--- src/hw/rtl/lfs_pkg.sv ---
package lfs_pkg;

  // Field widths of the request and result items
  localparam int CHAR_W = 8;
  localparam int SIZE_W = 11;
  localparam int POS_W  = 10;
  localparam int REG_W  = 11;
  localparam int ADDR_W = 2;

  // Largest side value, sides saturate here
  localparam logic [SIZE_W-1:0] SIZE_MAX = '1;

  // Configuration register indexes
  localparam logic [ADDR_W-1:0] REG_NUM_ROWS      = 2'd0;
  localparam logic [ADDR_W-1:0] REG_NUM_COLS      = 2'd1;
  localparam logic [ADDR_W-1:0] REG_OBSTACLE_CHAR = 2'd2;

  // Reset values of the configuration registers
  localparam logic [REG_W-1:0]  NUM_ROWS_RST = 11'd1;
  localparam logic [REG_W-1:0]  NUM_COLS_RST = 11'd1;
  localparam logic [CHAR_W-1:0] OBSTACLE_RST = 8'd111;

  // Per-cell flags handed from the scan stage to the update stage
  typedef struct packed {
    logic obstacle;   // cell holds the obstacle character
    logic edge_cell;  // first row or first column
    logic row_end;    // last cell of its row
    logic map_end;    // last cell of the map
  } cell_ctl_t;

endpackage

--- src/hw/rtl/lfs_update.sv ---
module lfs_update import lfs_pkg::*; #(
  parameter int CW = 10,
  parameter int RW = 10
) (
  input  logic              clk,
  input  logic              rst,
  // cell entering the pipeline
  input  logic              accept,
  input  logic [CW-1:0]     acc_col,
  input  logic [RW-1:0]     acc_row,
  input  cell_ctl_t         acc_ctl,
  output logic              ready,
  // row store
  input  logic [SIZE_W-1:0] mem_q,
  output logic              wr_en,
  output logic [CW-1:0]     wr_addr,
  output logic [SIZE_W-1:0] wr_data,
  // result
  output logic              out_valid,
  input  logic              out_ready,
  output logic [SIZE_W-1:0] out_size,
  output logic [POS_W-1:0]  out_row,
  output logic [POS_W-1:0]  out_col
);

  logic              s1_valid;
  logic [CW-1:0]     s1_col;
  logic [RW-1:0]     s1_row;
  cell_ctl_t         s1_ctl;
  logic              s1_fwd;
  logic [SIZE_W-1:0] s1_fwd_side;
  logic              s1_fire;
  logic [SIZE_W-1:0] left_size;
  logic [SIZE_W-1:0] diag_size;
  logic [SIZE_W-1:0] best_size;
  logic [RW-1:0]     best_row;
  logic [CW-1:0]     best_col;
  logic [SIZE_W-1:0] up;
  logic [SIZE_W-1:0] min3;
  logic [SIZE_W-1:0] side;
  logic              bigger;

  // Up value, forwarded when the store write to that column is in flight
  assign up = s1_fwd ? s1_fwd_side : mem_q;

  // Side of the square ending at this cell
  always_comb begin
    min3 = up;
    if (left_size < min3) min3 = left_size;
    if (diag_size < min3) min3 = diag_size;
    if (s1_ctl.obstacle) begin
      side = '0;
    end else if (s1_ctl.edge_cell) begin
      side = SIZE_W'(1);
    end else if (min3 == SIZE_MAX) begin
      side = SIZE_MAX;
    end else begin
      side = min3 + SIZE_W'(1);
    end
  end

  assign bigger  = side > best_size;
  // Map end waits while an earlier result is held and not taken this cycle
  assign s1_fire = s1_valid && !(s1_ctl.map_end && out_valid && !out_ready);
  assign ready   = !(s1_valid && s1_ctl.map_end && out_valid && !out_ready);

  assign wr_en   = s1_fire;
  assign wr_addr = s1_col;
  assign wr_data = side;

  // Pipeline register in front of the update
  always_ff @(posedge clk) begin
    if (rst) begin
      s1_valid <= 1'b0;
    end else if (accept) begin
      s1_valid <= 1'b1;
    end else if (s1_fire) begin
      s1_valid <= 1'b0;
    end
  end

  always_ff @(posedge clk) begin
    if (accept) begin
      s1_col      <= acc_col;
      s1_row      <= acc_row;
      s1_ctl      <= acc_ctl;
      s1_fwd      <= s1_fire && (s1_col == acc_col);
      s1_fwd_side <= side;
    end
  end

  // Neighbor sides and best square so far
  always_ff @(posedge clk) begin
    if (rst) begin
      left_size <= '0;
      diag_size <= '0;
      best_size <= '0;
      best_row  <= '0;
      best_col  <= '0;
    end else if (s1_fire) begin
      left_size <= side;
      diag_size <= up;
      if (s1_ctl.map_end) begin
        best_size <= '0;
        best_row  <= '0;
        best_col  <= '0;
      end else if (bigger) begin
        best_size <= side;
        best_row  <= s1_row;
        best_col  <= s1_col;
      end
    end
  end

  // Result register
  always_ff @(posedge clk) begin
    if (rst) begin
      out_valid <= 1'b0;
    end else if (s1_fire && s1_ctl.map_end) begin
      out_valid <= 1'b1;
    end else if (out_ready) begin
      out_valid <= 1'b0;
    end
  end

  always_ff @(posedge clk) begin
    if (s1_fire && s1_ctl.map_end) begin
      out_size <= bigger ? side : best_size;
      out_row  <= bigger ? POS_W'(s1_row) : POS_W'(best_row);
      out_col  <= bigger ? POS_W'(s1_col) : POS_W'(best_col);
    end
  end

endmodule

--- config.mk ---
export PLATFORM = sky130hd
export DESIGN_NAME = lfs_update
export DESIGN_NICKNAME = d
export VERILOG_FILES = /design/src/hw/rtl/lfs_pkg.sv /design/src/hw/rtl/lfs_update.sv
export SDC_FILE = /design/constraint.sdc
export NUM_CORES = 1
export LEC_CHECK = 0
export BUFFER_PORTS_ARGS = -buffer_cell sky130_fd_sc_hd__buf_2
export CAP_MARGIN = 20
export CORE_MARGIN = 1.5
export CORE_UTILIZATION = 62
export DETAILED_ROUTE_END_ITERATION = 7
export GPL_TIMING_DRIVEN = 0
export HOLD_SLACK_MARGIN = 0.1
export PLACE_DENSITY = 0.86
export SETUP_SLACK_MARGIN = 0.4
export SLEW_MARGIN = 30
export SYNTH_ARGS = -nofsm -noshare
export SYNTH_HDL_FRONTEND = slang
export SYNTH_SLANG_ARGS = --single-unit
--- constraint.sdc ---
create_clock -name clk -period 21.6 [get_ports clk]
set_input_delay 2.16 -clock clk [delete_from_list [all_inputs] [get_ports clk]]
set_output_delay 2.16 -clock clk [all_outputs]
set_load 0.005 [all_outputs]
# [Yosys cells after proc, flatten, opt, wreduce, memory -nomap -nowiden]
# Index checks and enable logic that the tools add are counted.
[word_totals] reg_bits=121 inputBits=39 out_inout_bits=55 word_cells=52
[classes] n_addsub=1 magnitude_cmp=3 n_eq_ne=2 muxes=16 n_reduce_logical=13
[ops] op="11-bit two-way mux" n=8
[ops] op="10-bit two-way mux" n=4
[ops] op="11-bit < comparator" n=2
[ops] op="11-bit by 1-bit adder with 11-bit output, second input constant" n=1
[ops] op="11-bit == test, second input constant" n=1
[ops] op="11-bit > comparator" n=1
[ops] op="10-bit == test" n=1
[ops] op="1-bit logical AND" n=8
[ops] op="1-bit two-way mux" n=4
[ops] op="2-bit nonzero test" n=2
[ops] op="1-bit logical NOT" n=3

# [Depth between registers and ports, before layout]
# Gate-level depths: netlist of the first run.
[depth] depth_word=12 ltp_mapped=43 mapped_depth_nobuf=36

# [Least setup slack after synthesis of the first run]
# Ideal clock, no wire load.
[synth_path] path_type="input to output" startpoint="in mem_q[9]" endpoint="out wr_data[5]" t_arrival_ns=7.737 required_ns=19.440 slack_ns=11.703 stages=27 path_buffers=3 cell_sequence="mux2i_1 ha_1 a21oi_1 nand2_1 a221oi_4 nand2_2 clkbuf_1 clkbuf_1 nand2_1 o21ai_0 ha_1 a21o_1 a21o_1 a221o_1 a211oi_1 a211oi_1 a32oi_4 buf_6 o21ai_0 ha_1 o21ai_1 and2b_1 nor3b_1 mux2_4 a211o_1 mux2_2 and2_1"
[synth_via] elab_chain_len=9 word_cells_on_any_way=10 classes_between="add/sub (1); order compare (2); eq/ne (1); mux (6)"
[synth_rtl] item="from (decl)" line_no="lfs_update.sv:14" text="input logic [SIZE_W-1:0] mem_q,"
[synth_rtl] item="11-bit two-way mux *" line_no="lfs_update.sv:44" text="assign up = s1_fwd ? s1_fwd_side : mem_q;"
[synth_rtl] item="11-bit < comparator" line_no="lfs_update.sv:49" text="if (left_size < min3) min3 = left_size;"
[synth_rtl] item="11-bit two-way mux *" line_no="lfs_update.sv:49"
[synth_rtl] item="11-bit < comparator" line_no="lfs_update.sv:50" text="if (diag_size < min3) min3 = diag_size;"
[synth_rtl] item="11-bit two-way mux *" line_no="lfs_update.sv:50"
[synth_rtl] item="11-bit by 1-bit adder with 11-bit output / 11-bit == test (equally long branches)" line_no="lfs_update.sv:58, lfs_update.sv:55"
[synth_rtl] item="11-bit two-way mux *" line_no="lfs_update.sv:55" text="end else if (min3 == SIZE_MAX) begin"
[synth_rtl] item="11-bit two-way mux *" line_no="lfs_update.sv:53" text="end else if (s1_ctl.edge_cell) begin"
[synth_rtl] item="11-bit two-way mux *" line_no="lfs_update.sv:51" text="if (s1_ctl.obstacle) begin"
[synth_rtl] item="to (decl)" line_no="lfs_update.sv:17" text="output logic [SIZE_W-1:0] wr_data,"
# Mark *: on every way between the ends. The rest lies on a longest branch, timed or not.

# [Worst setup path in the final report of the first run]
[layout_path] startpoint="in mem_q[9]" endpoint="out wr_data[3]"
# The elaborated chain is that of the path after synthesis.

==> flow_summary.toml, run 1 <==
[global_routing]
antenna_found_initial = 1
grt_pass1_vias = 5247
grt_max_degree = 37
grtUsageTotal_pct = 32.1
grt_pass1_wl_um = 27200
overflow = 0

[routing]
routed_via_density = 6.27
vias = 5305
drtAntennaViolNets = 0
drc = 0
wl_per_cell_um = 20.8
drt_iter0_drc = 506
wl_um = 17600
first_pass_iters = 5

[clocking]
cts_tree = "yes"
hold_buffers = 0
ctsLongestPathBuffers = 2
clkTransAtPathRegs_ns = 0.06
root_buffer = "clkbuf_8"
clock_latency_ns = 0.52
numCtsBuffers = 17
cts.sinks = 121
ctsResizeCount = 0
htreeDepth = 4
post_cts_buffers = 0

[cells_and_area]
area_delta_synth_final_pct = 19.7
antenna_cells = 0
num-nets-final = 767
stdcell_area_um2 = 7720
drive_gt1_share_pct = 26.3

[floorplan]
rows = 37
core_area_um2 = 10200
die_area_um2 = 11000
die_w_um = 105
boundaryPins = 94
start_util_pct = 63.3
die_h_um = 105

[sta]
finalWorstSetupSlack_ns = 9.67
finalHoldViolations = 0
rsz0062_at_grt = "no"
finalSetupViolations = 0
fin_crit_sh_pct = 55.2
fin_tns_setup_ns = 0
max-slew-margin-rel_pct = 41.1
slew_violations = 0
fin_worst_skew_ns = 0.0113
period_needed_ns = 11.93
worst_pin_slew_ns = 0.883
max_freq_mhz = 83.8

[yosys]
synthTopCellsByArea = "edfxtp_1 (31%), dfxtp_1 (17%), ha_1 (6.0%)"
synth-async-reset-ratio_pct = 0
yosysWarnings = 0
syn_nets = 655
synthCells = 585
synth_top_area_share_pct = 30.7
ys_ff_latch = 121
synth_edf_count = 66
avgSynthCellArea_um2 = 11.0
synth_cell_types = 69
synthesis.area_um2 = 6450
synth_flop_cell = "edfxtp_1"
synth_area_leader_cell = "edfxtp_1"
seq_area_frac_synth_pct = 47.8

[worst_setup_path]
start_kind = "input port"
crit_required_ns = 19.44
critical_path.max_fanout = 10
slowest_delay_ns = 0.50
rrSetupSlack_ns = 10.80
worstReg2RegEnd = "best_size[4]$_SDFFE_PP0P_"
worstPathArrival_ns = 9.77
reg2reg_depth = 37
rr_startpoint = "s1_fwd$_DFFE_PP_"
crit_type = "input port to output port"
critical_path.endpoint = "wr_data[3]"
setup.worst_path.end_class = "output port"
cpMaxStageDelayCell = "mux2i_1"
cp-startpoint = "mem_q[9]"

[run_status]
status = "finished clean"

[pwr]
peakVddDrop_v = 0.0000701
total_power_mw = 0.696
power_density_nw_per_um2 = 90.1
leakage_nw = 3.07

[placed_design]
io_buffers = 92
gp_congestion = 0.927
detailedPlace.worstSlack_ns = 9.65
dpl.hpwl_um = 12000
place_area_um2 = 7120

[worst_hold_path]
hold_path_class = "flip-flop to flip-flop"

[flow_run]
cap_violations = 0
[power by group]
group	leakage, nW	internal, mW	switching (mW)
Clock	0.291	0.179	0.114
Sequential	1.09	0.260	0.00864
Combinational	1.69	0.0570	0.0775
Total	3.07	0.496	0.200
[layout make-up]
class,count,area (um^2)
Fill cell,668,2470
Tap cell,136,170
Multi-Input combinational cell,411,3150
Buffer,31,144
Timing Repair Buffer,93,488
Clock inverter,14,185
Sequential cell,121,3080
Inverter,22,82.6
Clock buffer,18,418
[cell families after synthesis]
kind of cell	after synthesis	synth area share, %
mux	48	9.16
buf+inv	53	3.51
fa+ha+maj	31	6.01
compound gates	129	16.4
simple gates	177	13.6
flops	121	47.8
xor+xnor	26	3.53
[layout by cell type (no fill, tap or decap), drive strengths merged, types with 9 or more instances in the layout]
master,count
buf,101
edfxtp,66
nor2,62
dfxtp,55
clkbuf,41
nand2,36
ha,31
mux2,31
inv,29
o21ai,27
a32oi,21
nand3,19
mux2i,17
xnor2,15
a211oi,14
a21oi,13
nand4,11
xor2,11
a21o,9
[per-layer routing]
| metal | GRT usage, % | wire length (um) | part of all wire (%) |
|---|---|---|---|
| met1 | 39.3 | 6980 | 40 |
| met2 | 54.2 | 8720 | 49 |
| met3 | 8.42 | 1420 | 8.1 |
| met4 | 12.1 | 495 | 2.8 |
| met5 | 0 | 0 | 0 |
[worst min-delay path by stage]
stage / start / end / cells after the start
after floorplan: best_size[1]$_SDFFE_PP0P_ / best_size[1]$_SDFFE_PP0P_ / 1
after global placement: best_size[1]$_SDFFE_PP0P_ / best_size[1]$_SDFFE_PP0P_ / 1
after detailed placement: best_size[1]$_SDFFE_PP0P_ / best_size[1]$_SDFFE_PP0P_ / 1
after CTS: best_size[1]$_SDFFE_PP0P_ / best_size[1]$_SDFFE_PP0P_ / 1
after global routing: best_size[5]$_SDFFE_PP0P_ / best_size[5]$_SDFFE_PP0P_ / 1
final: best_size[1]$_SDFFE_PP0P_ / best_size[1]$_SDFFE_PP0P_ / 1
[metrics by stage]
stage	hold slack (ns)	instances	utilization [%]
floorplan	0.432	585	-
global placement	0.450	813	69.5
detailed placement	0.453	814	69.9
CTS	0.470	846	75.8
global route	0.495	846	75.8
finish	0.473	846	75.8
[worst max-delay path, delay by kind of cell]
family	cells	cell delay, ns
simple gates	10	2.59
buf+inv	6	1.82
fa+ha+maj	3	0.75
mux	1	0.50
compound gates	9	1.93
[cells in the mapped netlist, types with 4 or more instances]
cell	n
a211o_1	5
a211oi_1	14
a21o_1	9
a21oi_1	12
a22o_1	4
a32oi_1	20
and3_1	7
clkbuf_1	22
dfxtp_1	55
edfxtp_1	66
ha_1	31
inv_1	22
mux2_2	25
mux2_4	6
mux2i_1	11
nand2_1	35
nand3_1	19
nand3b_1	8
nand4_1	11
nor2_1	59
nor2b_1	4
nor3_1	6
nor3b_1	5
o21a_1	5
o21ai_0	23
o31ai_1	6
or3_1	4
xnor2_1	15
xor2_1	11
[state kept, by name, summed over array words and instances, names as in the netlist]
register / count
out_col: 10
s1_fwd_side: 11
s1_ctl: 3
s1_valid: 1
left_size: 11
diag_size: 11
best_row: 10
s1_row: 10
best_col: 10
s1_fwd: 1
out_valid: 1
wr_addr: 10
out_row: 10
out_size: 11
best_size: 11
No activity file was read; power rests on OpenSTA's default activity.
==> inputs of run 2 (changes only) <==
Settings changed: ABC_AREA set to 1, CORE_UTILIZATION 62 to 51, PLACE_DENSITY 0.86 to 0.76.
Clock period 21.6 ns to 9.6 ns, I/O delays scaled along.
==> run 2 against run 1 <==
The run now ends with DRC left; sequential cell count stayed put; worst hold slack got worse by 0.0085 ns; cell area shrank 5.5%; die area rose by 14%; utilization shrank 12 points; clock skew rose by 0.0011 ns; global-route usage shrank 7.1 points; first-iteration DRC count fell by 20%; setup slack worse by 7.9 ns; critical path depth grew 19; register-to-register slack worse by 9.1 ns; critical path type is now flip-flop to flip-flop; highest routed layer unchanged.
==> flow_summary.toml, run 2 <==
[placed_design]
gp_congestion = 0.916
io_buffers = 92
placedCellCount = 927
dpl.hpwl_um = 11100

[flow_run]
cap_violations = 0

[sta]
finalHoldViolations = 0
max_freq_mhz = 127
max-slew-margin-rel_pct = 38.4
hold-worst-slack_ns = 0.465
fin_crit_sh_pct = 82.0
fin_tns_setup_ns = 0
worst_pin_slew_ns = 0.920
period_needed_ns = 7.87
slew_violations = 0
rsz0062_at_grt = "no"
finalSetupViolations = 0
fin_worst_skew_ns = 0.0125

[global_routing]
antenna_found_initial = 1
busiest_layer = "met2"
grt_pass1_wl_um = 24100
gr-usage-met1_pct = 29.4
met2_usage_pct = 43.2
use_met3_pct = 5.93
grtUsageTotal_pct = 24.9
overflow = 0
grt_pass1_vias = 5069
grt_max_degree = 37

[cells_and_area]
multiInputGateArea_um2 = 2570
area_delta_synth_final_pct = 20.5
final_cell_mix = "nand2_1 (205), buf_2 (96), inv_1 (68), edfxtp_1 (66), a21oi_1 (59)"
drive_gt1_share_pct = 21.3
n_fill_cell = 948
stdcell_count = 960
num-nets-final = 873
seq_area_um2 = 3080
layout_commonest_cell = "nand2_1"

[run_status]
violations = "DRC"
status = "finished, violations left"

[yosys]
synthMuxAreaShare_pct = 0.992
synth_cell_types = 42
synth_flop_cell = "edfxtp_1"
yosysWarnings = 0
synth_edf_count = 66
synthAdderAreaFrac_pct = 6.40
ys_ff_latch = 121
yosys.area_share.simple_pct = 22.1
syn_nets = 762
seq_area_frac_synth_pct = 50.9
avgSynthCellArea_um2 = 8.75
netlist_top_cells_count = "nand2_1 (205), inv_1 (69), edfxtp_1 (66), a21oi_1 (59), dfxtp_1 (55)"
synth_top_family_by_area = "simple AND/OR/NAND/NOR gates"
synth-xor-area-share_pct = 1.30
synthCells = 692
synth_area_leader_cell = "edfxtp_1"
yosysMostFrequentCell = "nand2_1"
synth-async-reset-ratio_pct = 0
synth_compound_area_share_pct = 11.7
synthesis.area_um2 = 6060
synthTopCellsByArea = "edfxtp_1 (33%), dfxtp_1 (18%), nand2_1 (13%)"
synth_top_area_share_pct = 32.7

[floorplan]
boundaryPins = 94
die_h_um = 112
core_area_um2 = 11500
rows = 39
die_w_um = 112
start_util_pct = 52.6
die_area_um2 = 12500

[clocking]
clock_latency_ns = 0.43
numCtsBuffers = 17
cts_tree = "yes"
ctsLongestPathBuffers = 2
post_cts_buffers = 0
ctsResizeCount = 0
clkTransAtPathRegs_ns = 0.05
htreeDepth = 4
hold_buffers = 0
cts.sinks = 121
root_buffer = "clkbuf_16"

[routing]
routed_via_density = 5.38
wl_per_cell_um = 15.9
wl_um = 15300
vias = 5161
drc = 1
drt_iter0_drc = 403
drtAntennaViolNets = 0
first_pass_iters = 7

[worst_setup_path]
crit_type = "flip-flop to flip-flop"
cpMaxStageDelayCell = "o21ai_0"
setup.worst_path.end_class = "flip-flop"
worstPathArrival_ns = 8.21
critPathMostFrequentCell = "nand2_1"
slowest_delay_ns = 0.49
crit_required_ns = 9.94
critical_path.max_fanout = 10
start_kind = "flip-flop"

[pwr]
peakVddDrop_v = 0.000199
leakage_nw = 3.26
power_density_nw_per_um2 = 236

[worst_hold_path]
hold_path_class = "flip-flop to flip-flop"
==> run 2: cell types whose count changed after synthesis, sizes merged, moves of 18 or more <==
cell	previous run	this run
o21ai	27	45
nor2	62	24
inv	22	73
mux2	31	0
a32oi	21	0
nand2	36	225
a21oi	13	60
==> run 2: layout make-up <==
type,count,area share [%]
multi-input combinational,470,35.2
tap,143,2.45
clock buffer,17,5.83
clock inverter,15,2.37
timing repair buffer,92,6.31
buffer,27,1.71
inverter,74,3.81
antenna,1,0.0343
sequential,121,42.2
==> run 2: metrics by stage <==
| step | worst slack [ns] | power [mW] | utilization, % | area [um^2] |
|---|---|---|---|---|
| 2_1_floorplan | 2.97 | 0.941 | - | 6060 |
| 3_3_place_gp | 1.58 | 1.06 | 58.1 | 6700 |
| 3_5_place_dp | 1.42 | 1.07 | 58.1 | 6700 |
| 4_1_cts | 1.75 | 1.73 | 63.3 | 7290 |
| 5_1_grt | 1.14 | 1.80 | 63.4 | 7300 |
| 6_report | 1.73 | 1.72 | 63.4 | 7300 |
==> run 2: power breakdown <==
part           leakage, nW  switching [mW]  total, mW  internal [mW]
Clock                0.283           0.244      0.651          0.407
Sequential            1.09          0.0198      0.630          0.610
Combinational         1.89           0.299      0.440          0.141
==> run 2: worst max-delay path, delay by kind of cell (launching register included) <==
| kind | cells | cell delay [ns] |
|---|---|---|
| AO/OA/AOI/OAI | 11 | 1.90 |
| flip-flops | 1 | 0.42 |
| AND/OR/NAND/NOR | 24 | 2.40 |
| adder cells (fa/ha/maj) | 4 | 1.16 |
| buffers and inverters | 9 | 1.90 |
==> run 2: logic make-up (layout without fill, tap and decap cells) <==
group,count (synthesis),in the layout
other cells,0,1
simple gates,298,298
fa+ha+maj,31,31
xor+xnor,9,9
compound gates,126,126
buf+inv,101,225
flops,121,121
mux,6,6
==> run 2: per-layer routing <==
| metal | vias to the layer above | wire length [um] |
|---|---|---|
| met5 | - | 0 |
| met4 | 0 | 418 |
| met3 | 35 | 886 |
| met2 | 183 | 7740 |
| met1 | 2409 | 6250 |
| li1 | 2534 | - |
==> run 2: worst paths after layout <==
kind,startpoint,to,slack (ns),cells after the start
hold / removal,best_size[6]$_SDFFE_PP0P_,best_size[6]$_SDFFE_PP0P_,0.46,2
hold reg to reg,best_size[6]$_SDFFE_PP0P_,best_size[6]$_SDFFE_PP0P_,0.46,2
setup reg to reg,s1_fwd$_DFFE_PP_,best_col[8]$_SDFFE_PP0P_,1.73,48
setup / recovery,s1_fwd$_DFFE_PP_,best_col[8]$_SDFFE_PP0P_,1.73,48
==> inputs of run 3 (changes only) <==
Settings changed: CORE_UTILIZATION 51 to 57, PLACE_DENSITY 0.76 to 0.8.
Clock period 9.6 ns to 7.4 ns, I/O delays scaled along.
==> run 3 against run 2 <==
The flow now finishes without violations; clock skew down 0.0030 ns; cell area up 2.4%; sequential share of layout area down 1.0 points; combinational power up 57%; utilization up 9.0 points; power up 33%; critical path depth down 1; non-clock buffer count up 11.
==> flow_summary.toml, run 3 (same netlist as run 2, synthesis figures left out) <==
[sta]
finalWorstSetupSlack_ns = 0.704
worst_pin_slew_ns = 0.876
slew_violations = 0
finalSetupViolations = 0
max-slew-margin-rel_pct = 41.6
max_freq_mhz = 149
period_needed_ns = 6.70
fin_worst_skew_ns = 0.00948
rsz0062_at_grt = "no"
hold-worst-slack_ns = 0.384
finalHoldViolations = 0
fin_crit_sh_pct = 90.5
fin_tns_setup_ns = 0

[floorplan]
start_util_pct = 58.7
rows = 37
die_w_um = 106
core_area_um2 = 10300
die_h_um = 106
boundaryPins = 94
die_area_um2 = 11300

[worst_setup_path]
critical_path.max_fanout = 10
path_buf_inv = 9
slowest_delay_ns = 0.45
rrSetupSlack_ns = 0.70
worstPathArrival_ns = 7.14
reg2reg_depth = 47
crit_type = "flip-flop to flip-flop"
setup.worst_path.end_class = "flip-flop"
crit_family = "simple AND/OR/NAND/NOR gates"
critPathMostFrequentCell = "nand2_1"
worstReg2RegEnd = "best_size[6]$_SDFFE_PP0P_"
crit_required_ns = 7.85
cpMaxStageDelayCell = "edfxtp_1"
start_kind = "flip-flop"
rr_startpoint = "s1_fwd$_DFFE_PP_"

[routing]
top_layer = "met4"
drc = 0
routedLengthMet1_um = 6380
wl_per_cell_um = 16.4
wl_um = 15800
drtAntennaViolNets = 0
drt_iter0_drc = 419
met2WireLength_um = 8100
routed_via_density = 5.51
vias = 5305
first_pass_iters = 5
wl_met3_um = 805

[clocking]
clkTransAtPathRegs_ns = 0.06
ctsLongestPathBuffers = 2
htreeDepth = 4
numCtsBuffers = 17
cts_tree = "yes"
root_buffer = "clkbuf_8"
clock_latency_ns = 0.53
cts.sinks = 121

[pwr]
power_density_nw_per_um2 = 307
peakVddDrop_v = 0.000236
leakage_nw = 3.35

[cells_and_area]
drive_gt1_share_pct = 24.9
stdcell_area_um2 = 7470
final_cell_mix = "nand2_1 (205), buf_2 (95), inv_1 (66), edfxtp_1 (66), a21oi_1 (58)"
area_delta_synth_final_pct = 23.4
layout_commonest_cell = "nand2_1"
antenna_cells = 0
num-nets-final = 884
final_core_util_pct = 72.4

[global_routing]
antenna_found_initial = 0
overflow = 0
grt_pass1_vias = 5295
grt_pass1_wl_um = 24700
grtUsageTotal_pct = 28.7
grt_max_degree = 37

[placed_design]
dpl.hpwl_um = 11000
place_area_um2 = 6690
detailedPlace.worstSlack_ns = -0.531
gp_congestion = 0.900
io_buffers = 92

[worst_hold_path]
hold_path_depth = 1
min_to = "s1_row[8]$_DFFE_PP_"
hp-start = "acc_row[8]"
hold_path_class = "input port to flip-flop"

[run_status]
status = "finished clean"

[flow_run]
cap_violations = 0
==> run 3: per-stage QoR <==
step | power, mW | std cells
6_report | 2.29 | 963
5_1_grt | 2.40 | 963
4_1_cts | 2.22 | 952
3_5_place_dp | 1.40 | 920
3_3_place_gp | 1.37 | 920
2_1_floorplan | 1.22 | 692
==> run 3: power by group <==
part | switching, mW | total [mW] | internal [mW]
Clock | 0.300 | 0.786 | 0.486
Combinational | 0.420 | 0.689 | 0.269
Sequential | 0.0265 | 0.819 | 0.792
Total | 0.747 | 2.29 | 1.55
==> run 3: area by class of cell <==
cell class | instances | area [um^2]
buffer | 27 | 188
clock buffer | 20 | 435
clock inverter | 12 | 124
fill | 753 | 2850
inverter | 74 | 278
multi-input combinational | 470 | 2640
sequential | 121 | 3080
tap | 136 | 170
timing repair buffer | 103 | 556
==> run 3: timing repair <==
action                     4_1_cts  5_1_grt
cloned                           0        0
pin swaps                        0        4
setup endpoints to repair       60       60
gates resized for setup         26       25
buffers inserted                 0       11
hold buffers                     0        0
==> run 3: worst max path at each step <==
| stage | to | from | cells past startpoint | slack, ns |
|---|---|---|---|---|
| finish | best_size[6]$_SDFFE_PP0P_ | s1_fwd$_DFFE_PP_ | 47 | 0.70 |
| global route | best_col[4]$_SDFFE_PP0P_ | s1_fwd$_DFFE_PP_ | 47 | 0.39 |
| CTS | best_col[1]$_SDFFE_PP0P_ | s1_fwd$_DFFE_PP_ | 47 | 0.40 |
| detailed placement | out_size[5]$_DFFE_PP_ | mem_q[6] | 46 | -0.53 |
| global placement | out_size[9]$_DFFE_PP_ | mem_q[6] | 44 | -0.33 |
| floorplan | out_size[4]$_DFFE_PP_ | mem_q[6] | 43 | 0.99 |
==> run 3: layer usage <==
| layer | vias up | GRT usage, % |
|---|---|---|
| li1 | 2545 | - |
| met5 | - | 0 |
| met2 | 200 | 49.7 |
| met4 | 0 | 15.2 |
| met1 | 2513 | 33.5 |
| met3 | 47 | 5.76 |
