$ cat src/hw/rtl/lfs_pkg.sv
package lfs_pkg;

  // Field widths of the request and result items
  localparam int CHAR_W = 8;
  localparam int SIZE_W = 11;
  localparam int POS_W  = 10;
  localparam int REG_W  = 11;
  localparam int ADDR_W = 2;

  // Largest side value, sides saturate here
  localparam logic [SIZE_W-1:0] SIZE_MAX = '1;

  // Configuration register indexes
  localparam logic [ADDR_W-1:0] REG_NUM_ROWS      = 2'd0;
  localparam logic [ADDR_W-1:0] REG_NUM_COLS      = 2'd1;
  localparam logic [ADDR_W-1:0] REG_OBSTACLE_CHAR = 2'd2;

  // Reset values of the configuration registers
  localparam logic [REG_W-1:0]  NUM_ROWS_RST = 11'd1;
  localparam logic [REG_W-1:0]  NUM_COLS_RST = 11'd1;
  localparam logic [CHAR_W-1:0] OBSTACLE_RST = 8'd111;

  // Per-cell flags handed from the scan stage to the update stage
  typedef struct packed {
    logic obstacle;   // cell holds the obstacle character
    logic edge_cell;  // first row or first column
    logic row_end;    // last cell of its row
    logic map_end;    // last cell of the map
  } cell_ctl_t;

endpackage

$ cat src/hw/rtl/lfs_scan.sv
module lfs_scan import lfs_pkg::*; #(
  parameter int MAX_COLS = 1024,
  parameter int MAX_ROWS = 1024,
  parameter int CW = 10,
  parameter int RW = 10
) (
  input  logic              clk,
  input  logic              rst,
  // configuration writes
  input  logic              cfg_we,
  input  logic [ADDR_W-1:0] cfg_addr,
  input  logic [REG_W-1:0]  cfg_wdata,
  // request accepted this cycle
  input  logic              accept,
  input  logic [CHAR_W-1:0] cell_char,
  // position and flags of the current cell
  output logic [CW-1:0]     col,
  output logic [RW-1:0]     row,
  output cell_ctl_t         ctl
);

  logic [REG_W-1:0]  num_rows;
  logic [REG_W-1:0]  num_cols;
  logic [CHAR_W-1:0] obstacle_char;
  logic [CW-1:0]     col_index;
  logic [RW-1:0]     row_index;
  logic [CW:0]       cols_bound;
  logic [RW:0]       rows_bound;
  logic [CW:0]       col_inc;
  logic [RW:0]       row_inc;

  // Configuration registers
  always_ff @(posedge clk) begin
    if (rst) begin
      num_rows      <= NUM_ROWS_RST;
      num_cols      <= NUM_COLS_RST;
      obstacle_char <= OBSTACLE_RST;
    end else if (cfg_we) begin
      unique case (cfg_addr)
        REG_NUM_ROWS:      num_rows      <= cfg_wdata;
        REG_NUM_COLS:      num_cols      <= cfg_wdata;
        REG_OBSTACLE_CHAR: obstacle_char <= cfg_wdata[CHAR_W-1:0];
        default: ;
      endcase
    end
  end

  // Zero acts as one, oversize acts as the maximum
  always_comb begin
    if (num_cols == '0) begin
      cols_bound = (CW+1)'(1);
    end else if (32'(num_cols) > 32'(MAX_COLS)) begin
      cols_bound = (CW+1)'(MAX_COLS);
    end else begin
      cols_bound = (CW+1)'(num_cols);
    end
    if (num_rows == '0) begin
      rows_bound = (RW+1)'(1);
    end else if (32'(num_rows) > 32'(MAX_ROWS)) begin
      rows_bound = (RW+1)'(MAX_ROWS);
    end else begin
      rows_bound = (RW+1)'(num_rows);
    end
  end

  // Flags of the current cell
  assign col_inc       = {1'b0, col_index} + (CW+1)'(1);
  assign row_inc       = {1'b0, row_index} + (RW+1)'(1);
  assign col           = col_index;
  assign row           = row_index;
  assign ctl.obstacle  = (cell_char == obstacle_char);
  assign ctl.edge_cell = (col_index == '0) || (row_index == '0);
  assign ctl.row_end   = (col_inc >= cols_bound);
  assign ctl.map_end   = ctl.row_end && (row_inc >= rows_bound);

  // Scan position, advanced on each accepted request
  always_ff @(posedge clk) begin
    if (rst) begin
      col_index <= '0;
      row_index <= '0;
    end else if (accept) begin
      if (ctl.row_end) begin
        col_index <= '0;
        row_index <= ctl.map_end ? '0 : row_inc[RW-1:0];
      end else begin
        col_index <= col_inc[CW-1:0];
      end
    end
  end

endmodule

$ cat config.mk
export PLATFORM = sky130hd
export DESIGN_NAME = lfs_scan
export DESIGN_NICKNAME = d
export VERILOG_FILES = /design/src/hw/rtl/lfs_pkg.sv /design/src/hw/rtl/lfs_scan.sv
export SDC_FILE = /design/constraint.sdc
export NUM_CORES = 1
export LEC_CHECK = 0
export ABC_CLOCK_PERIOD_IN_PS = 8480
export BUFFER_PORTS_ARGS = -buffer_cell sky130_fd_sc_hd__clkbuf_2
export CAP_MARGIN = 40
export CORE_MARGIN = 5
export CORE_UTILIZATION = 30
export CTS_CLUSTER_SIZE = 10
export DETAILED_ROUTE_END_ITERATION = 8
export PLACE_DENSITY = 0.57
export SYNTH_ARGS = -nofsm -noshare
export SYNTH_HDL_FRONTEND = slang
export SYNTH_SLANG_ARGS = --single-unit
$ cat constraint.sdc
create_clock -name clk -period 8.48 [get_ports clk]
set_clock_uncertainty 0.1 [all_clocks]
set_input_delay 0.424 -clock clk [delete_from_list [all_inputs] [get_ports clk]]
set_output_delay 0.424 -clock clk [all_outputs]
set_load 0.05 [all_outputs]
* Yosys cells after proc, flatten, opt, wreduce, memory -nomap -nowiden *
Cells that the tools add are included.

storage, ports and cells
  flip-flop bits (word level) = 50
  bits in latches = 0
  RAM bits = 0
  ROM bits = 0
  bits of input ports = 25
  output and inout bits = 24
  word-level logic and storage cells = 31
  memories kept = 0

cells by class
  $add $sub $neg = 2
  multiply operators = 0
  divide/modulo/power cells = 0
  magnitude comparators = 4
  equal/unequal tests = 3
  shift-type cells = 0
  muxes and demuxes = 6
  bitwise gates (word level) = 0
  reduce and logical (&&, ||, !) cells = 11

operators by type and width
  kind                     number
  $mux W11                 4
  $add A10 B1 Y11 const B  2
  $ge A11 B11 Y1           2
  $gt A11 B11 Y1 const B   2
  $logic_not A11 Y1        2
  $logic_not A10 Y1        2
  $mux W10                 2
  $eq A8 B8 Y1             1
  $reduce_and A2 Y1        4
  $eq A2 B1 Y1 const B     1
  $eq A2 B2 Y1 const B     1
  $logic_not A2 Y1         1
  $logic_and A1 B1 Y1      1
  $logic_or A1 B1 Y1       1

* Depth between registers and ports, before layout *
Gate-level depths: netlist of the first run.

  word-level depth = 6
  gate-level depth with buffers = 13
  gate-level depth less buffers = 13

* Worst setup path before layout of the first run *
No wires, ideal clock.

  path type = register to output
  start = register col_index[1] (netlist: col[1])
  end = output port ctl[0] (netlist name)
  data arrival time = 3,185 ps
  required time = 7,956 ps
  setup slack = 4,771 ps
  cell stages (with the launch flop) = 13
  path buffers = 1
  path through = dfxtp_1 ha_1 nand3_1 inv_1 nand3_1 xnor2_1 ha_1 nand2_1 nor3_1 a21oi_1 and2_1 buf_2 nor2_1

RTL lines
  what                    line            RTL
  start, declared         lfs_scan.sv:25  logic [CW-1:0] col_index;
  start signal, assigned  lfs_scan.sv:86  col_index <= col_inc[CW-1:0];
  end, declared           lfs_scan.sv:19  output cell_ctl_t ctl

==> summary.md, run 1 <==
| Metric | Value |
|---|---|
| R2R setup slack | `5.12 ns` |
| Die width | `111.0 um` |
| RR Startpoint | `col[0]` |
| EDFF count, synth | `0` |
| Count of final hold-check violations | `0` |
| HP Class | `primary input to flip-flop` |
| Hold_sp | `cfg_wdata[9]` |
| Hpwl dp | `5890 um` |
| Largest family of logic cells by synthesized area | `simple AND/OR/NAND/NOR gates` |
| Largest delay share family, worst path | `simple AND/OR/NAND/NOR gates` |
| CTS tree | `built` |
| WL final | `7682 um` |
| WS Path Type | `flip-flop to primary output` |
| I/O pin cnt | `49` |
| Post-synthesis compound-gate area fraction | `13.63%` |
| Slowest stage delay, CP | `0.50 ns` |
| FILL cells | `1,056` |
| Leakage power | `1.429 nW` |
| Final ANT Viol Nets | `0` |
| Post-route minimum period | `3.841 ns` |
| CP arrival | `3.32 ns` |
| Initial antenna violation count | `0` |
| Hold endpoint | `num_cols[9]` |
| Power density over cell area | `149.7 nW/um2` |
| Max Freq | `260.4 MHz` |
| Vias post-DR | `2,696` |
| Worst-path cell chain | `ha_1 -> nand4_1 -> nor2_1 -> xor2_1 -> ha_1 -> a21oi_1 -> o21ai_0 -> a21oi_1 -> and2_1 -> inv_1 -> clkbuf_2` |
| Synth Area in XOR/XNOR | `7.119%` |
| Slew HR | `46.33%` |
| Root Buffer | `clkbuf_8` |
| Area after DPL | `3422 um2` |
| Final instance area | `3517 um2` |
| Post-synth ARST share | `0%` |
| Num CTS Buffers | `5` |
| Post-Syn Instances | `377` |
| CP Launch Type | `flip-flop` |
| Vias per Instance | `4.893` |
| Total number of yosys warnings | `0` |
| Area growth, synth to finish | `15.02%` |
| Max Cap Viol | `0` |
| H-tree depth | `2` |
| Syn Area/Cell | `8.111 um2` |
| Slowest-stage cell, CP | `and2_1` |
| Fin crit share | `45.29%` |
| Seq/Total Area, Yosys | `32.73%` |
| Synthesized area | `3058 um2` |
| Reg2reg end | `row[6]` |
| Post-DR wirelength/cell | `13.94 um` |
| Core Area | `9864 um2` |
| Worst R2R Path Depth | `12` |
| Initial Utilization | `31.00%` |
| Iteration count of the initial detailed-routing pass | `4` |
| Die Y | `111.0 um` |
| Status | `finished clean` |
| Most common cell after layout, fill and taps aside | `nand2_1` |
| Largest net degree at the start of global routing | `30` |
| Grt total ovfl | `0` |
| CP Capture Type | `primary output` |
| Synth Flop Type | `dfxtp_1` |
| Die area | `12,310 um2` |
| Worst-Margin Slew | `0.8051 ns` |
| Syn nets | `428` |
| Layout net count | `468` |
| Hold Buf Count CTS | `0` |
| Final setup viols | `0` |
| Worst Path Max Fanout | `13` |
| Clock Latency Late Sink | `0.31 ns` |
| Final Slew Violations | `0` |
| Most frequent cells in the layout | `nand2_1 (72), dfxtp_1 (50), clkbuf_2 (48)` |
| Vias in the first global route | `2,613` |
| I/O Buffers | `48` |
| DR iter-0 viols | `122` |
| TritonCTS Sinks | `50` |
| Cell Rows | `36` |
| Share of layout cells above drive strength 1 | `18.18%` |
| First-pass GRT wire length | `13,090 um` |
| Synth Area in Adders | `10.64%` |
| Simple-gate share of the synthesized area | `27.25%` |
| Max VDD drop | `0.06148 mV` |
| Post-CTS sizing | `0` |
| Post-CTS setup buffer count | `0` |
| Antenna cells | `0` |
| RD Place Congestion | `0.8578` |
| Mux cell area share after synthesis | `3.969%` |
| Crit path depth | `11` |
| Flops & latches, synth | `50` |
| Hold depth | `3` |
| WP data required | `7.96 ns` |
| RSZ-0062 raised after global routing | `no` |
| DRC viols | `0` |
| Setup TNS | `0 ns` |
| Count of cell types in the netlist | `50` |
| Buf+Inv Stages, Crit Path | `2` |
| All-Layer GR Usage | `12.74%` |
| Reg clk slew, reported paths | `0.10 ns` |
| Clock Tree Buf Depth | `2` |
## metal layers
metal,share of wire [%],GRT usage (%)
met2,42,18.57
met3,6.7,4.094
met5,0,0
met4,0.65,2.299
met1,51,18.45
## logic make-up after synthesis
logic type               Yosys count
AO/OA/AOI/OAI                     63
XOR/XNOR                          24
adder cells (fa/ha/maj)           26
buffers and inverters             32
flip-flops                        50
multiplexers                      12
AND/OR/NAND/NOR                  170
## sequential cells by signal, summed over array words and instances, names as in the netlist
name and count:
num_rows 11, num_cols 11, obstacle_char 8, row 10
col 10
## stage by stage
step / cells / util, % / power (W) / hold WS, ns / setup WS (ns)
3_5_place_dp: 543 / 34.69 / 0.0003797 / 0.3716 / 4.996
2_1_floorplan: 377 / - / 0.0003482 / 0.3488 / 4.771
5_1_grt: 551 / 35.65 / 0.0005558 / 0.2506 / 4.364
6_report: 551 / 35.65 / 0.0005266 / 0.2451 / 4.639
3_3_place_gp: 541 / 34.30 / 0.0003771 / 0.3670 / 5.047
4_1_cts: 551 / 35.65 / 0.0005319 / 0.2427 / 4.626
## worst register-to-register path, delay by kind of cell, from the launching register on
family,cells,cell delay (ns)
buf+inv,1,0.12
compound gates,4,1.31
fa+ha+maj,2,0.60
xor+xnor,1,0.18
simple gates,4,0.53
flops,1,0.42
## layout make-up
type | count | area, um2 | area share (%)
clock buffer | 6 | 82.58 | 2.348
clock inverter | 2 | 12.51 | 0.3557
inverter | 15 | 56.30 | 1.601
multi-input combinational | 295 | 1919 | 54.57
sequential | 50 | 1001 | 28.46
tap | 133 | 166.4 | 4.731
timing repair buffer | 50 | 279.0 | 7.933
## power by group
part	switching (W)	total, W	leakage, nW	internal [W]
Clock	0.0000866	0.000152	0.0472	0.0000658
Sequential	0.00000751	0.000249	0.406	0.000242
Combinational	0.0000808	0.000125	0.976	0.0000439
Total	0.000175	0.000527	1.43	0.000352
## cells in the mapped netlist (2+ instances only)
| library cell | instances | share of area, % |
|---|---|---|
| o21ai_0 | 10 | 1.6 |
| nand4_1 | 5 | 1.0 |
| a21oi_1 | 31 | 5.1 |
| nand3_1 | 31 | 5.1 |
| a31oi_1 | 2 | 0.41 |
| and3_1 | 3 | 0.61 |
| buf_6 | 2 | 0.74 |
| nand3b_1 | 2 | 0.49 |
| dfxtp_1 | 50 | 33 |
| o21a_1 | 5 | 1.2 |
| a21boi_0 | 2 | 0.49 |
| o32ai_1 | 4 | 1.1 |
| nor4_1 | 6 | 1.2 |
| nor3_2 | 2 | 0.65 |
| ha_1 | 26 | 11 |
| nand2_1 | 72 | 8.8 |
| xnor2_1 | 16 | 4.6 |
| buf_2 | 3 | 0.49 |
| a32o_1 | 3 | 0.98 |
| clkbuf_1 | 11 | 1.4 |
| mux2i_1 | 11 | 3.6 |
| nor3b_1 | 4 | 0.98 |
| inv_1 | 14 | 1.7 |
| a21oi_2 | 2 | 0.57 |
| nor2_1 | 25 | 3.1 |
| xor2_1 | 7 | 2.0 |
| nor3_1 | 5 | 0.82 |
## worst max-delay path by stage
stage	end	startpoint	slack (ns)
floorplan	ctl[0]	col[1]	4.77
global placement	ctl[1]	col[0]	5.05
detailed placement	ctl[1]	col[0]	5.00
CTS	ctl[1]	col[0]	4.63
global route	ctl[1]	col[0]	4.36
finish	ctl[1]	col[0]	4.64
Power figures use the tool's default switching activity.
==> run 2: changes to the inputs <==
--- a/config.mk
+++ b/config.mk
@@ -5,14 +5,14 @@
 export SDC_FILE = /design/constraint.sdc
 export NUM_CORES = 1
 export LEC_CHECK = 0
-export ABC_CLOCK_PERIOD_IN_PS = 8480
+export ABC_CLOCK_PERIOD_IN_PS = 3400
 export BUFFER_PORTS_ARGS = -buffer_cell sky130_fd_sc_hd__clkbuf_2
 export CAP_MARGIN = 40
 export CORE_MARGIN = 5
 export CORE_UTILIZATION = 30
 export CTS_CLUSTER_SIZE = 10
 export DETAILED_ROUTE_END_ITERATION = 8
-export PLACE_DENSITY = 0.57
+export PLACE_DENSITY = 0.58
 export SYNTH_ARGS = -nofsm -noshare
 export SYNTH_HDL_FRONTEND = slang
 export SYNTH_SLANG_ARGS = --single-unit
==> constraint.sdc (replaced) <==
create_clock -name clk -period 3.4 [get_ports clk]
set_clock_uncertainty 0.1 [all_clocks]
set_input_delay 0.17 -clock clk [delete_from_list [all_inputs] [get_ports clk]]
set_output_delay 0.17 -clock clk [all_outputs]
set_load 0.05 [all_outputs]
==> run 2 against run 1 <==
Cell count is 0.73% higher. Sequential share of layout area is 0.30 points lower. Clock power grew to 2.9 times the previous value. Critical path type unchanged. First-iteration DRC count is 14% lower.
==> summary.md, run 2 (synthesis results as in run 1) <==
| Metric | Value |
|---|---|
| Final ANT Viol Nets | `0 (unchanged)` |
| Grt total ovfl | `0 (unchanged)` |
| DR iter-0 viols | `105 (-14%)` |
| Post-route minimum period | `3.237 ns` |
| Iteration count of the initial detailed-routing pass | `4 (unchanged)` |
| Count of final hold-check violations | `0 (unchanged)` |
| M1 WL | `3945 um (+1.3%)` |
| Top Metal Used | `met4` |
| Largest regs | `num_cols: 11 flops, num_rows: 11 flops` |
| WP data required | `3.13 ns (-4.83 ns)` |
| CP Capture Type | `primary output` |
| Status | `finished clean` |
| Max Freq | `308.9 MHz` |
| Core Area | `9864 um2 (unchanged)` |
| First-pass GRT wire length | `12,500 um (-4.5%)` |
| DRC viols | `0 (unchanged)` |
| CP Launch Type | `flip-flop` |
| I/O pin cnt | `49 (unchanged)` |
| Vias post-DR | `2,707 (+0.41%)` |
| Num CTS Buffers | `5 (unchanged)` |
| CP arrival | `2.97 ns (-0.35 ns)` |
| Die area | `12,310 um2 (unchanged)` |
| Final setup viols | `0 (unchanged)` |
| I/O Buffers | `48 (unchanged)` |
| Area growth, synth to finish | `17.27%` |
| Hold_sp | `cfg_wdata[9]` |
| Wire length on met2 | `3243 um (+0.71%)` |
| Power Total | `0.001407 W (+170%)` |
| All-Layer GR Usage | `12.10% (-0.64 points)` |
| Hold endpoint | `num_cols[9]` |
| WL final | `7694 um (+0.16%)` |
| Hold Buf Count CTS | `0 (unchanged)` |
| Antenna cells | `0 (unchanged)` |
| Vias per Instance | `4.877 (-0.32%)` |
| Max VDD drop | `0.1990 mV (+220%)` |
| Worst R2R Path Depth | `11 (-1)` |
| Max Cap Viol | `0 (unchanged)` |
| Clock Latency Late Sink | `0.31 ns (about the same)` |
| Hold depth | `3 (unchanged)` |
| Final Slew Violations | `0 (unchanged)` |
| Hpwl dp | `5883 um (-0.11%)` |
| Most common cell after layout, fill and taps aside | `nand2_1` |
| HP Class | `primary input to flip-flop` |
| Share of layout cells above drive strength 1 | `21.80% (+3.6 points)` |
| TritonCTS Sinks | `50 (unchanged)` |
| Slew HR | `54.78% (+8.5 points)` |
| Largest net degree at the start of global routing | `43 (+43%)` |
| Layout net count | `472 (+0.85%)` |
| Met3 routed wirelength | `471 um (-8.9%)` |
| Reg clk slew, reported paths | `0.10 ns (about the same)` |
| RR Startpoint | `row[0]` |
| Die Y | `111.0 um (unchanged)` |
| H-tree depth | `2 (unchanged)` |
| Initial Utilization | `31.00% (unchanged)` |
| Worst Path Max Fanout | `8 (-5)` |
| Worst-Margin Slew | `0.6758 ns (-0.1293 ns)` |
| CTS tree | `built` |
| Clock Tree Buf Depth | `2 (unchanged)` |
| WS Path Type | `flip-flop to primary output` |
| Power density over cell area | `392.4 nW/um2 (+160%)` |
| Post-DR wirelength/cell | `13.86 um (-0.57%)` |
| Cell Rows | `36 (unchanged)` |
| Fin crit share | `95.20%` |
| Initial antenna violation count | `0 (unchanged)` |
| Most frequent cells in the layout | `nand2_1 (72), clkbuf_2 (47), dfxtp_1 (43)` |
| Cell count after placement | `545 (+0.37%)` |
| Die width | `111.0 um (unchanged)` |
| Root Buffer | `clkbuf_8` |
| Reg2reg end | `row[2]` |
| Leakage power | `1.463 nW (+2.4%)` |
| R2R setup slack | `0.34 ns (-4.78 ns)` |
| Vias in the first global route | `2,549 (-2.4%)` |
| RD Place Congestion | `0.8852 (+3.2%)` |
| Non-Filler Instances | `555 (+0.73%)` |
-- run 2: changes by cell type in the layout (fill, tap and decap cells not counted), sizes merged --
cell	previous run	this run
inv	14	15
bufinv	0	1
buf	2	6
clkinvlp	1	0
clkbuf	54	53
-- run 2: through the flow --
| stage | TNS [ns] | hold slack [ns] | cell area, um2 | utilization (%) | setup WS [ns] |
|---|---|---|---|---|---|
| floorplan | 0 | 0.1940 | 3060 | - | 0.1394 |
| global placement | 0 | 0.3364 | 3408 | 34.55 | 0.3043 |
| detailed placement | 0 | 0.3422 | 3416 | 34.63 | 0.3062 |
| CTS | 0 | 0.004481 | 3533 | 35.82 | 0.0001537 |
| global route | -0.01943 | 0.01617 | 3586 | 36.35 | -0.01943 |
| finish | 0 | 0.007896 | 3586 | 36.35 | 0.1632 |
-- run 2: routing by layer --
metal  global-route usage (%)  vias to the layer above
met4                    1.724                        0
met1                    17.74                     1224
met5                        0                        -
met2                    18.08                       74
li1                         -                     1403
met3                    3.275                        6
-- run 2: worst max-delay path by stage --
stage | startpoint | endpoint | slack [ns] | cells past startpoint
2_1_floorplan | col[1] | col[3] | 0.14 | 13
3_3_place_gp | row[0] | row[7] | 0.30 | 11
3_5_place_dp | row[0] | row[2] | 0.31 | 11
4_1_cts | col[2] | ctl[0] | 0.0002 | 12
5_1_grt | col[0] | ctl[0] | -0.02 | 13
6_report | col[2] | ctl[0] | 0.16 | 12
-- run 2: layout make-up --
type / count / area [um2]
multi-input combinational: 295 / 1949
tap: 133 / 166.4
clock inverter: 3 / 47.55
inverter: 15 / 56.30
clock buffer: 5 / 68.82
fill: 1027 / 6279
timing repair buffer: 54 / 287.8
sequential: 50 / 1010
-- run 2: repair_timing --
item / in CTS / in global routing
pin swaps: 0 / 2
resized for setup: 1 / 14
endpoints found under the setup margin: 1 / 2
buffers inserted: 0 / 2
hold endpoints to repair: 0 / 0
-- run 2: power breakdown --
| part | switching, W | internal [W] |
|---|---|---|
| Combinational | 0.000213 | 0.000133 |
| Clock | 0.000214 | 0.000223 |
| Sequential | 0.0000193 | 0.000605 |
| Total | 0.000446 | 0.000961 |
-- run 2: critical path, cell delays in order, from the launching register on --
cell	delay, ns
dfxtp_2	0.40
and3_4	0.24
nand3_4	0.11
nor3_2	0.21
xor2_1	0.26
ha_1	0.29
nand4_1	0.11
nor3_1	0.06
a21oi_1	0.26
and2_2	0.27
buf_4	0.18
nor2_2	0.05
clkbuf_4	0.20
==> run 3: changes to the inputs <==
--- a/config.mk
+++ b/config.mk
@@ -5,6 +5,7 @@
 export SDC_FILE = /design/constraint.sdc
 export NUM_CORES = 1
 export LEC_CHECK = 0
+export ABC_AREA = 1
 export ABC_CLOCK_PERIOD_IN_PS = 3400
 export BUFFER_PORTS_ARGS = -buffer_cell sky130_fd_sc_hd__clkbuf_2
 export CAP_MARGIN = 40
==> run 3 against run 2 <==
Synthesized area up 2.0%. Via count up 6.2%. Final area down 0.35%. Largest cell class unchanged.
==> summary.md, run 3 <==
| Metric | Value |
|---|---|
| Area occupied by multi-input gates | `1862 um2 (-4.5%)` |
| Status | `finished clean` |
| Share of layout cells above drive strength 1 | `17.66% (-4.1 points)` |
| Most frequent cells in the layout | `nand2_1 (101), inv_1 (51), dfxtp_1 (49)` |
| Synthesized area | `3120 um2 (+2.0%)` |
| CP arrival | `2.83 ns (-0.14 ns)` |
| Layout net count | `537 (+14%)` |
| Hold depth | `3 (unchanged)` |
| Largest cells by area after synthesis | `dfxtp_1 (32%), nand2_1 (12%), ha_1 (10%)` |
| Antenna cells | `0 (unchanged)` |
| Most common cell after layout, fill and taps aside | `nand2_1` |
| Initial antenna violation count | `0 (unchanged)` |
| Vias post-DR | `2,874 (+6.2%)` |
| Worst R2R Path Depth | `18 (+7)` |
| HP Class | `primary input to flip-flop` |
| R2R setup slack | `0.63 ns (+0.29 ns)` |
| Leakage power | `1.669 nW (+14%)` |
| CP Launch Type | `flip-flop` |
| RR Startpoint | `col[1]` |
| Power Total | `0.001449 W (+2.9%)` |
| Power density over cell area | `405.4 nW/um2 (+3.3%)` |
| Largest regs | `num_cols: 11 flops, num_rows: 11 flops` |
| FILL cells | `1,091 (+6.2%)` |
| Largest net degree at the start of global routing | `31 (-28%)` |
| Largest family of logic cells by synthesized area | `simple AND/OR/NAND/NOR gates` |
| Synth Flop Type | `dfxtp_1` |
| All-Layer GR Usage | `12.59% (+0.49 points)` |
| Die area | `12,540 um2 (+1.9%)` |
| Slew HR | `47.46% (-7.3 points)` |
| Reg clk slew, reported paths | `0.10 ns (about the same)` |
| Total number of yosys warnings | `0 (unchanged)` |
| Grt total ovfl | `0 (unchanged)` |
| DR iter-0 viols | `142 (+35%)` |
| Iteration count of the initial detailed-routing pass | `4 (unchanged)` |
| Post-Syn Instances | `441 (+17%)` |
| Clock Latency Late Sink | `0.30 ns (about the same)` |
| Synth top cells by count | `nand2_1 (101), inv_1 (51), dfxtp_1 (50), nor2_1 (42), a21oi_1 (39)` |
| Worst-Margin Slew | `0.7872 ns (+0.1114 ns)` |
| Post-DR wirelength/cell | `12.39 um (-11%)` |
| Synth area leader | `dfxtp_1` |
| Synth Area in XOR/XNOR | `5.293% (-1.8 points)` |
| Post-synth top area share | `32.08% (-0.66 points)` |
| Hpwl dp | `6035 um (+2.6%)` |
| Initial Utilization | `30.50% (-0.50 points)` |
| I/O pin cnt | `49 (unchanged)` |
| Clock Tree Buf Depth | `2 (unchanged)` |
| CTS tree | `built` |
| Hold endpoint | `obstacle_char[0]` |
| Final Slew Violations | `0 (unchanged)` |
| Area after DPL | `3482 um2 (+1.9%)` |
| Crit. Startpoint | `col[1]` |
| Syn nets | `492 (+15%)` |
| Fin crit share | `91.26% (-3.9 points)` |
| Worst Path Max Fanout | `13 (+5)` |
| Final ANT Viol Nets | `0 (unchanged)` |
| Cell Rows | `37 (+2.8%)` |
| DRC viols | `0 (unchanged)` |
| Max Freq | `322.3 MHz (+4.3%)` |
| First-pass GRT wire length | `13,290 um (+6.3%)` |
| Die width | `112.0 um (+0.93%)` |
| Post-synth ARST share | `0% (unchanged)` |
| Hold slack | `0.01749 ns (+0.009596 ns)` |
| Max VDD drop | `0.2808 mV (+41%)` |
| Simple-gate share of the synthesized area | `32.24% (+5.0 points)` |
| RSZ-0062 raised after global routing | `no` |
| CP Capture Type | `primary output` |
| Syn Area/Cell | `7.076 um2 (-13%)` |
| EDFF count, synth | `0 (unchanged)` |
| TritonCTS Sinks | `50 (unchanged)` |
| Core Area | `10,230 um2 (+3.7%)` |
| Max Cap Viol | `0 (unchanged)` |
| Die Y | `112.0 um (+0.93%)` |
| Post-route minimum period | `3.103 ns (-0.1341 ns)` |
| Num CTS Buffers | `5 (unchanged)` |
| Root Buffer | `clkbuf_8` |
| I/O Buffers | `48 (unchanged)` |
| Final instance area | `3573 um2 (-0.35%)` |
| Count of final hold-check violations | `0 (unchanged)` |
| Post-synthesis compound-gate area fraction | `11.59% (-2.0 points)` |
| Vias in the first global route | `2,778 (+9.0%)` |
| Synth Area in Adders | `10.43% (-0.21 points)` |
| Seq/Total Area, Yosys | `32.08% (-0.66 points)` |
| Flops & latches, synth | `50 (unchanged)` |
| Area growth, synth to finish | `14.51%` |
| Hold_sp | `cfg_wdata[0]` |
| WL final | `7718 um (+0.31%)` |
| Register area | `1002 um2 (-0.74%)` |
| Mux cell area share after synthesis | `0% (-4.0 points)` |
| WP data required | `3.13 ns (about the same)` |
| RD Place Congestion | `0.8376 (-5.4%)` |
| H-tree depth | `2 (unchanged)` |
| Vias per Instance | `4.613 (-5.4%)` |
| Count of cell types in the netlist | `34 (-32%)` |
| Final setup viols | `0 (unchanged)` |
| Setup TNS | `0 ns (unchanged)` |
| WS Path Type | `flip-flop to primary output` |
| Most frequent cell after synthesis | `nand2_1` |
| Reg2reg end | `row[4]` |
## run 3: cell types whose count changed after synthesis, moves of 6 or more
cell / before / now
xnor2_1: 16 / 10
nand2_1: 72 / 101
a21oi_1: 31 / 39
mux2i_1: 11 / 0
nor2_1: 25 / 42
inv_1: 14 / 51
o21ai_0: 10 / 25
## run 3: critical path: stages (launching register included)
cell	delay, ns
dfxtp_1	0.43
ha_1	0.23
nand3_2	0.11
nor2_2	0.16
nand3_2	0.10
xor2_1	0.17
inv_2	0.06
ha_1	0.30
nand2_1	0.10
inv_1	0.04
nand2_1	0.06
nor2_1	0.04
nand2_1	0.06
nand2_2	0.08
nor2_8	0.24
nor2_1	0.09
clkbuf_2	0.24
## run 3: repair_timing
action                                  in CTS  in global routing
gates resized for setup                      0                  2
hold buffers                                 0                  0
setup buffers                                0                  0
endpoints found under the setup margin       0                  1
## run 3: area by class of cell
cell class                 instances  share of cell area [%]
multi-input combinational        326                   52.10
clock buffer                       6                   2.031
clock inverter                     2                  0.3852
sequential                        50                   28.05
timing repair buffer              49                   6.933
inverter                          54                   5.742
tap                              136                   4.762
## run 3: cells by family (layout without fill, tap and decap cells)
logic type / after synthesis / after routing
and+or+nand+nor: 213 / 213
AOI/OAI and AO/OA: 69 / 69
DFF: 50 / 50
adders and majority gates: 26 / 26
xor gates and xnor gates: 18 / 18
buffers and inverters: 65 / 111
## run 3: per-layer routing
metal	up-vias	global-route usage (%)	wire length, um
met5	-	0	0
met4	0	2.404	47
met3	5	3.261	459
met2	65	19.10	3202
met1	1279	18.12	4008
li1	1525	-	-
## run 3: how the worst max path moves through the flow
stage / slack, ns / cells after the start / to
after global placement: 0.53 / 14 / ctl[0]
after floorplan: 0.04 / 16 / ctl[0]
after detailed placement: 0.55 / 14 / ctl[0]
final: 0.30 / 16 / ctl[0]
after global routing: 0.02 / 16 / ctl[0]
after CTS: 0.20 / 14 / ctl[0]
## run 3: where the power goes
part / switching [W] / internal, W / total, W
logic: 0.000313 / 0.000141 / 0.000454
registers: 0.0000267 / 0.000612 / 0.000639
clock network: 0.000210 / 0.000146 / 0.000356
## run 3: per-stage QoR
stage               setup slack (ns)  util [%]  instances
global placement              0.5253     34.03        615
global route                 0.01921     34.93        623
CTS                           0.2011     34.88        623
finish                        0.2973     34.93        623
floorplan                    0.03600         -        441
detailed placement            0.5540     34.03        615
